--- src/design/cos_sqrt.sv ---
// pipelined integer square root, one root bit per stage
`default_nettype none

module cos_sqrt #(
  parameter int unsigned RAD_W = 50,
  parameter int unsigned SB_W  = 1,
  localparam int unsigned ROOT_W = RAD_W / 2
) (
  input  wire logic              clk_i,
  input  wire logic              rst_ni,
  input  wire logic              en_i,
  input  wire logic              valid_i,
  input  wire logic [RAD_W-1:0]  rad_i,
  input  wire logic [SB_W-1:0]   sb_i,
  output logic                   valid_o,
  output logic [ROOT_W-1:0]      root_o,
  output logic [SB_W-1:0]        sb_o
);

  localparam int unsigned REM_W = ROOT_W + 2;

  logic [REM_W-1:0]  rem_q  [ROOT_W];
  logic [ROOT_W-1:0] root_q [ROOT_W];
  logic [RAD_W-1:0]  rad_q  [ROOT_W];
  logic [SB_W-1:0]   sb_q   [ROOT_W];
  logic              vld_q  [ROOT_W];

  for (genvar k = 0; k < ROOT_W; k++) begin : g_step
    logic [REM_W-1:0]  rem_in;
    logic [REM_W-1:0]  rem_sh;
    logic [REM_W-1:0]  trial;
    logic [ROOT_W-1:0] root_in;
    logic [RAD_W-1:0]  rad_in;
    logic [SB_W-1:0]   sb_in;
    logic              vld_in;
    logic              ge;

    if (k == 0) begin : g_first
      assign rem_in  = '0;
      assign root_in = '0;
      assign rad_in  = rad_i;
      assign sb_in   = sb_i;
      assign vld_in  = valid_i;
    end else begin : g_next
      assign rem_in  = rem_q[k-1];
      assign root_in = root_q[k-1];
      assign rad_in  = rad_q[k-1];
      assign sb_in   = sb_q[k-1];
      assign vld_in  = vld_q[k-1];
    end

    // bring down the next two radicand bits, try 4*root+1
    assign rem_sh = {rem_in[REM_W-3:0], rad_in[RAD_W-1 -: 2]};
    assign trial  = {root_in, 2'b01};
    assign ge     = rem_sh >= trial;

    always_ff @(posedge clk_i or negedge rst_ni) begin
      if (!rst_ni) begin
        vld_q[k] <= 1'b0;
      end else if (en_i) begin
        vld_q[k] <= vld_in;
      end
    end

    always_ff @(posedge clk_i) begin
      if (en_i) begin
        rem_q[k]  <= ge ? rem_sh - trial : rem_sh;
        root_q[k] <= {root_in[ROOT_W-2:0], ge};
        rad_q[k]  <= rad_in << 2;
        sb_q[k]   <= sb_in;
      end
    end
  end

  assign valid_o = vld_q[ROOT_W-1];
  assign root_o  = root_q[ROOT_W-1];
  assign sb_o    = sb_q[ROOT_W-1];

endmodule

`default_nettype wire

--- config.mk ---
export PLATFORM = sky130hd
export DESIGN_NAME = cos_sqrt
export DESIGN_NICKNAME = d
export VERILOG_FILES = /design/src/design/cos_sqrt.sv
export SDC_FILE = /design/constraint.sdc
export NUM_CORES = 2
export LEC_CHECK = 0
export ABC_CLOCK_PERIOD_IN_PS = 8600
export BUFFER_PORTS_ARGS = -buffer_cell sky130_fd_sc_hd__buf_2
export CAP_MARGIN = 20
export CORE_UTILIZATION = 39
export CTS_CLUSTER_DIAMETER = 80
export DETAILED_ROUTE_END_ITERATION = 10
export MAX_ROUTING_LAYER = met4
export PLACE_DENSITY = 0.6
export REMOVE_ABC_BUFFERS = 1
export SLEW_MARGIN = 20
export SYNTH_ARGS = -nofsm -noshare
export SYNTH_HDL_FRONTEND = slang
export SYNTH_SLANG_ARGS = --single-unit
--- constraint.sdc ---
create_clock -name clk_i -period 8.6 [get_ports clk_i]
set_input_delay 1.72 -clock clk_i [delete_from_list [all_inputs] [get_ports clk_i]]
set_output_delay 1.72 -clock clk_i [all_outputs]
set_load 0.01 [all_outputs]
==> flow_summary.yaml <==
synthesis:
  yosysWarningCount: 0
  synthCells: 5313
  yosys.area.top_type: "edfxtp_1"
  synth_cell_types: 82
  ys_top_cells_by_count: "edfxtp_1, inv_1, ha_1"
  synthFlopType: "edfxtp_1"
  synth_edf_count: 1517
  ys_seq_elements: 1542
  synth.area.top_cells: "edfxtp_1, ha_1, xnor2_1"
  synth.most_common_cell: "edfxtp_1"
  synth_top_area_share_pct: 64.5
  syn_avg_cell_area_sq_um: 13.3
  syn_area_sq_mm: 0.0706
  postSynth.asyncResetShare_pct: 1.62
  seq_area_frac_synth_pct: 65.4
place:
  portBuffers: 81
  place_hpwl_microns: 91400
  place_congestion: 0.908
timing:
  fmax_ghz: 0.246
  fin_crit_ns: 4.07
  hold_violations: 0
  tightest_slew_ns: 1.13
  setup_tns_ns: 0
  finalCritPeriodShare_pct: 47.3
  fin_skew_ns: 0.0533
  rsz0062_at_grt: "false"
  maxSlewHeadroom_pct: 24.8
  slew_violations: 0
  setup_viol_count_final: 0
global_routing:
  use_met3_pct: 2.44
  gr-total-overflow: 0
  grt.busiest_layer: "met2"
  grt_util_met2_pct: 24.0
  use_met1_pct: 18.0
  antenna_found_initial: 0
  grt_max_degree: 197
  grtUsageTotal_pct: 14.7
  grt_pass1_wl_microns: 209000
  first_global_vias: 40081
floorplanning:
  core_area_sq_mm: 0.179
  num_rows: 155
  initial_utilization_pct: 39.4
  fp.dieH_microns: 428
  die_width_microns: 428
  num_io_pins: 82
  dieArea_sq_mm: 0.183
layout:
  ff_latch_area_sq_mm: 0.0462
  finish.utilization_pct: 44.5
  areaGrowthSynthToFinish_pct: 12.9
  fill_cells: 16097
  drive_above_1_share_pct: 8.83
  nets: 5906
  multi_input_area_sq_mm: 0.0225
  n_antenna_cell: 0
min_path:
  whs_path_depth: 0
  hp-class: "register to register"
critical_path:
  crit_family: "compound AO/OA/AOI/OAI gates"
  start_kind: "register"
  endpoint_kind: "register"
  max_stage_delay_ns: 1.01
  crit_buf_inv: 0
  worstSetupPathType: "register to register"
  cp_max_fo: 25
  ff2ff_path_depth: 9
  worstSetupPathDepth: 9
  cp_slowest_cell: "or4_1"
  crit_chain: "ha_1, o21ai_0, a22oi_1, a221oi_1, o211ai_1, or4_1, o311ai_0, nor2_1, xor2_1"
  critPathRequiredTime_ns: 9.15
  cp.arrival_ns: 4.62
detailed_routing:
  drc_errors: 0
  dr.pass1.iters: 6
  vias: 40734
  drtIter0Drc: 2811
  wl_microns: 130000
  viasPerCell: 5.09
  final_antenna_net_count: 0
  wl_per_cell_microns: 16.3
pwr:
  peakVddDrop_uv: 195
  cellPowerDensity_mw_per_mm2: 267
  p_leak_nw: 30.5
clocking:
  cts.sinks: 1542
  insertion_delay_ns: 0.82
  cts_resized: 0
  postCtsSetupBuffers: 0
  cts_hold_buf: 0
  clockBufferDepth: 3
  root_buffer: "clkbuf_16"
  cts_inserted_buffers: 170
  tritoncts: "done"
  path_clk_slew_ns: 0.06
  htreeDepth: 4
run:
  cap_violations: 0
run_status:
  outcome: "complete, no violations"
[report_power, final]
group	internal, mW	leakage [nW]	switching [mW]
registers	9.50	14.9	0.547
logic	1.71	12.8	2.19
clock network	4.31	2.78	3.01
total	15.5	30.5	5.76
[per-stage QoR]
stage	power, mW	instances	hold WS, ns	setup WS [ns]	cell area, sq um
finish	21.3	7997	0.389	4.53	79700
global route	22.4	7997	0.396	4.25	79700
CTS	21.5	7997	0.375	4.59	79700
detailed placement	14.1	7683	0.405	4.57	74000
global placement	14.0	7683	0.401	4.64	74000
floorplan	12.9	5214	0.400	3.61	70200
[layer usage]
metal  wire (microns)  up-vias
met3             5000      286
met2            62600      764
met1            57400    19530
met5                0        -
met4             5410        0
li1                 -    20154
[cell usage in the layout, fill, tap and decap left out, drive strengths merged, types with 62 or more instances in the layout]
| master | n |
|---|---|
| nand2 | 308 |
| xnor2 | 260 |
| nor3 | 128 |
| clkinv | 77 |
| edfxtp | 1517 |
| buf | 114 |
| nor4 | 62 |
| o21ai | 237 |
| ha | 351 |
| nor2 | 321 |
| nand3 | 81 |
| mux2 | 82 |
| inv | 445 |
| nand2b | 75 |
| clkbuf | 201 |
| a21oi | 333 |
| xor2 | 193 |
| a21o | 139 |
[final cells by class]
| cell class | count | share of cell area [%] |
|---|---|---|
| clock inverters | 113 | 1.64 |
| well taps | 2355 | 3.70 |
| repair buffers | 114 | 0.932 |
| multi-input cells | 3237 | 28.2 |
| inverters | 435 | 2.05 |
| clock buffers | 201 | 5.53 |
| flip-flops and latches | 1542 | 57.9 |
[path summary, 6_finish.rpt]
| check | from | to | slack [ns] |
|---|---|---|---|
| setup / recovery | rem_q[1][28] | rem_q[1][72] | 4.53 |
| hold / removal | rad_q[0][510] | rad_q[0][560] | 0.39 |
| setup reg to reg | rem_q[1][28] | rem_q[1][72] | 4.53 |
| hold reg to reg | rad_q[0][510] | rad_q[0][560] | 0.39 |
| max in group asynchronous | rst_ni | g_step[14].vld_in | 7.31 |
| min in group asynchronous | rst_ni | valid_o | 0.90 |
[kinds of logic (layout without fill, tap and decap cells)]
kind of cell / count (synthesis) / after routing / synth area share (%)
flops: 1542 / 1542 / 65.4
simple gates: 1277 / 1277 / 8.97
compound gates: 1070 / 1070 / 9.61
buf+inv: 534 / 863 / 2.85
xor+xnor: 453 / 453 / 5.62
fa+ha+maj: 351 / 351 / 6.22
mux: 85 / 85 / 1.35
other cells: 1 / 1 / 0.00531
[registers in the layout, indices dropped and copies added, names as in the netlist]
name	count
rem_q	567
root_q	325
valid_o	1
g_step.vld_in	24
sb_q	25
rad_q	600
(Power assumes the default switching activity.)
