### src/design/cos_div.sv
// pipelined restoring divider, several lanes over one shared divisor
`default_nettype none

module cos_div #(
  parameter int unsigned NUM_W = 42,
  parameter int unsigned DEN_W = 21,
  parameter int unsigned QUO_W = 21,
  parameter int unsigned LANES = 2,
  parameter int unsigned SB_W  = 1
) (
  input  wire logic                        clk_i,
  input  wire logic                        rst_ni,
  input  wire logic                        en_i,
  input  wire logic                        valid_i,
  input  wire logic [LANES-1:0][NUM_W-1:0] num_i,
  input  wire logic [DEN_W-1:0]            den_i,
  input  wire logic [SB_W-1:0]             sb_i,
  output logic                             valid_o,
  output logic [LANES-1:0][QUO_W-1:0]      quo_o,
  output logic [SB_W-1:0]                  sb_o
);

  localparam int unsigned CW = (NUM_W > DEN_W + QUO_W) ? NUM_W : DEN_W + QUO_W;

  logic [LANES-1:0][CW-1:0]    rem_q [QUO_W];
  logic [LANES-1:0][QUO_W-1:0] quo_q [QUO_W];
  logic [DEN_W-1:0]            den_q [QUO_W];
  logic [SB_W-1:0]             sb_q  [QUO_W];
  logic                        vld_q [QUO_W];

  for (genvar k = 0; k < QUO_W; k++) begin : g_step
    localparam int unsigned SH = QUO_W - 1 - k;

    logic [LANES-1:0][CW-1:0]    rem_in;
    logic [LANES-1:0][CW-1:0]    rem_nx;
    logic [LANES-1:0][QUO_W-1:0] quo_in;
    logic [LANES-1:0][QUO_W-1:0] quo_nx;
    logic [DEN_W-1:0]            den_in;
    logic [SB_W-1:0]             sb_in;
    logic                        vld_in;
    logic [CW-1:0]               sd;

    if (k == 0) begin : g_first
      for (genvar l = 0; l < LANES; l++) begin : g_ld
        assign rem_in[l] = CW'(num_i[l]);
        assign quo_in[l] = '0;
      end
      assign den_in = den_i;
      assign sb_in  = sb_i;
      assign vld_in = valid_i;
    end else begin : g_next
      assign rem_in = rem_q[k-1];
      assign quo_in = quo_q[k-1];
      assign den_in = den_q[k-1];
      assign sb_in  = sb_q[k-1];
      assign vld_in = vld_q[k-1];
    end

    assign sd = CW'(den_in) << SH;

    for (genvar l = 0; l < LANES; l++) begin : g_lane
      logic ge;
      assign ge        = rem_in[l] >= sd;
      assign rem_nx[l] = ge ? rem_in[l] - sd : rem_in[l];
      assign quo_nx[l] = {quo_in[l][QUO_W-2:0], ge};
    end

    always_ff @(posedge clk_i or negedge rst_ni) begin
      if (!rst_ni) begin
        vld_q[k] <= 1'b0;
      end else if (en_i) begin
        vld_q[k] <= vld_in;
      end
    end

    always_ff @(posedge clk_i) begin
      if (en_i) begin
        rem_q[k] <= rem_nx;
        quo_q[k] <= quo_nx;
        den_q[k] <= den_in;
        sb_q[k]  <= sb_in;
      end
    end
  end

  assign valid_o = vld_q[QUO_W-1];
  assign quo_o   = quo_q[QUO_W-1];
  assign sb_o    = sb_q[QUO_W-1];

endmodule

`default_nettype wire

### config.mk
export PLATFORM = sky130hd
export DESIGN_NAME = cos_div
export DESIGN_NICKNAME = d
export VERILOG_FILES = /design/src/design/cos_div.sv
export SDC_FILE = /design/constraint.sdc
export NUM_CORES = 2
export LEC_CHECK = 0
export BUFFER_PORTS_ARGS = -buffer_cell sky130_fd_sc_hd__buf_2
export CAP_MARGIN = 40
export CELL_PAD_IN_SITES_DETAIL_PLACEMENT = 0
export CELL_PAD_IN_SITES_GLOBAL_PLACEMENT = 1
export CORE_MARGIN = 2
export CORE_UTILIZATION = 53
export DETAILED_ROUTE_END_ITERATION = 8
export GPL_ROUTABILITY_DRIVEN = 0
export HOLD_SLACK_MARGIN = 0.05
export PLACE_DENSITY_LB_ADDON = 0.1
export SYNTH_ARGS = -nofsm -noshare
export SYNTH_HDL_FRONTEND = slang
export SYNTH_SLANG_ARGS = --single-unit
### constraint.sdc
create_clock -name clk_i -period 5.3 [get_ports clk_i]
set_input_delay 0.265 -clock clk_i [delete_from_list [all_inputs] [get_ports clk_i]]
set_output_delay 0.265 -clock clk_i [all_outputs]
set_load 0.01 [all_outputs]
==> impl_results.md <==
* Die Y at 517 microns
* Flop pwr share at 0.396
* Share of cells above drive strength 1 at 0.0782
* Clock H-tree levels at 5
* Reg2reg path depth at 12
* Ys flop type: edfxtp_1
* Syn_area_per_cell at 11.6 sq um
* CP Capture Type: register
* Clock Latency Late Sink at 920 ps
* Status: completed
* Nets at 13492
* Synth warnings at 0
* Largest fanout on the critical path at 5
* Power density over the cells at 536 nW/um^2
* Hold path cells at 2
* I/O Buffers at 153
* Clock power share at 0.234
* Period minus WS final at 4370 ps
* Clock buffer count from CTS at 287
* Vias in the first global route at 92455
* Most frequent cells in the layout: 2583 x edfxtp_1, 909 x nand2_1, 888 x nor2_1, 882 x ha_1, 875 x a21oi_1
* 1st-pass router iterations at 6
* Fmax achieved at 0.229 GHz
* Clock Skew at 60.3 ps
* # Post-CTS Setup Buffers at 0
* Antenna-violating nets left at 0
* CTS tree: built
* EDFF count, synth at 2583
* Site Rows at 188
* Initial Utilization at 0.532
* Buffer type at the clock tree root: clkbuf_16
* Antenna violations before repair at 21
* Final Util at 0.594
* VDD IR-drop max at 0.379 mV
* Global-route wire length before repair at 565 mm
* Setup TNS Final at 0 ps
* Max-cap violation count at 0
* Async set-or-reset flop fraction in the synthesized netlist at 0.00806
* CP startpoint kind: register
* Drt initial violations at 8854
* Largest net degree at the start of global routing at 182
* Hold Crit Class: input pin to register
* Die area at 267000 sq um
* Unique masters post-synth at 91
* GR Util All Layers at 0.280
* Sw Ratio at 0.359
* Final Max Tran Viols at 0
* Combinational fraction of design power at 0.370
* Yosys top cell area share at 0.557
* RSZ-0062 raised after global routing: false
* Post-Syn Area at 139000 sq um
* Reg2reg setup slack at 930 ps
* Avg Vias per Cell at 5.92
* CP Data Arrival Time at 5030 ps
* Grt ovf at 0
* Sink Count at 2604
* Syn-to-layout area delta at 11.7%
* Worst setup path class: register to register
* Post-DP HPWL at 295 mm
* Resize count post-CTS at 0
* Vias at 95881
* Register area share after synthesis at 0.560
* Area leader, netlist: edfxtp_1
* Switch Pwr at 0.0300 W
* WL/cell at 23.5 microns
* Slew @ Worst Pin at 1170 ps
* Clk pin slew, worst setup/hold paths at 70 ps
* Synth Register Bits at 2604
* Leak pwr at 59.1 nW
* Core area at 262000 sq um
* Cell area after layout at 156000 sq um
* # setup viols final at 0
* Mapped Cells at 11976
* Largest cells by area after synthesis: edfxtp_1 56%, ha_1 7.9%, xnor2_1 3.7%
* Clk buf depth at 4
* Total Wirelength at 381 mm
* Required time of the critical path at 5960 ps
* Mapped Nets at 13008
* Max_slew headroom at 0.222
* Final Hold Fails at 0
* Internal Power at 0.0535 W
* Remaining DRCs at 0
* Io pins at 154
* Die Wd at 517 microns
* Commonest non-fill, non-tap cell in the layout: edfxtp_1
* DP Area at 145000 sq um
* Period Utilization, post-route at 0.824
[synth_stat cells (59+ instances only)]
master    count
a211oi_1     59
a21o_1      374
a21oi_1     880
a31oi_1      92
and3_1       61
clkbuf_1    217
edfxtp_1   2583
ha_1        882
inv_1       716
mux2_2      194
nand2_1     909
nand2b_1    164
nand3_1     192
nand4_1     168
nor2_1      888
nor2b_1     158
nor3_1      240
nor4_1      183
o211ai_1     63
o21a_1      128
o21ai_0     749
o21bai_1     87
o31ai_1      66
or3_1       100
or4_1        64
xnor2_1     592
xor2_1      484
[per-stage QoR]
step	hold slack (ps)	power, W	cells	setup slack (ps)
after floorplan	-30.6	0.0539	11976	1540
after global placement	229	0.0630	15515	870
after detailed placement	243	0.0635	15528	1140
after CTS	50.2	0.0834	16190	1100
after global routing	93.9	0.0882	16197	638
final	114	0.0835	16198	934
[critical path, stage by stage (launching register included)]
cell	delay (ps)
edfxtp_1	530
inv_1	130
ha_1	390
nand2_1	120
nor2_1	270
nand4_1	370
nor4_1	400
buf_4	160
nor4b_1	40
a2111oi_0	520
o311ai_0	310
or4b_2	710
xnor2_1	160
[registers in the layout (all words and copies together) (netlist names)]
register and flops:
rem_q 1680, quo_q 462, den_q 420, sb_q 21, g_step.vld_in 20, valid_o 1
[cell type report]
| cell class | instances | area (sq um) |
|---|---|---|
| Multi-Input combinational cell | 8403 | 57800 |
| Sequential cell | 2604 | 78100 |
| Fill cell | 21279 | 106000 |
| Timing Repair Buffer | 446 | 3540 |
| Inverter | 718 | 2700 |
| Clock inverter | 168 | 1600 |
| Clock buffer | 338 | 7540 |
| Tap cell | 3515 | 4400 |
| Antenna cell | 6 | 15.0 |
[path summary, 6_finish.rpt]
kind                               start               end
max                          den_q[5][8]     rem_q[1][208]
min                            num_i[16]      rem_q[0][16]
min in group asynchronous         rst_ni           valid_o
max reg2reg                  den_q[5][8]     rem_q[1][208]
max in group asynchronous         rst_ni  g_step[3].vld_in
min reg2reg                quo_q[2][151]      quo_q[3][26]
[per-layer routing]
layer / track usage / wire [microns] / up-vias
met5: 0 / 37 / -
met4: 0.130 / 20100 / 6
met3: 0.0463 / 24500 / 720
met2: 0.456 / 177000 / 3270
met1: 0.368 / 159000 / 46290
li1: - / - / 45595
[cell families (layout without fill, tap and decap cells)]
family	count (synthesis)	in the layout	share of synthesized area
and+or+nand+nor	3386	3386	0.120
DFF	2604	2604	0.560
adders and majority gates	922	922	0.0849
other	0	6	0
muxes	214	214	0.0171
buffers and inverters	969	1670	0.0263
xor gates and xnor gates	1076	1076	0.0676
AOI/OAI and AO/OA	2805	2805	0.124
[power groups by stage]
| stage | combinational [W] | sequential, W | clock, W |
|---|---|---|---|
| after floorplan | 0.0225 | 0.0314 | 0 |
| after global placement | 0.0296 | 0.0333 | 0 |
| after detailed placement | 0.0301 | 0.0333 | 0 |
| after CTS | 0.0304 | 0.0330 | 0.0200 |
| after global routing | 0.0340 | 0.0334 | 0.0208 |
| final | 0.0309 | 0.0330 | 0.0196 |
[repair_timing]
action / CTS / global route
hold endpoints to repair: 147 / 0
endpoints found under the setup margin: 0 / 0
hold buffers: 156 / 0
(Power assumes the default switching activity.)
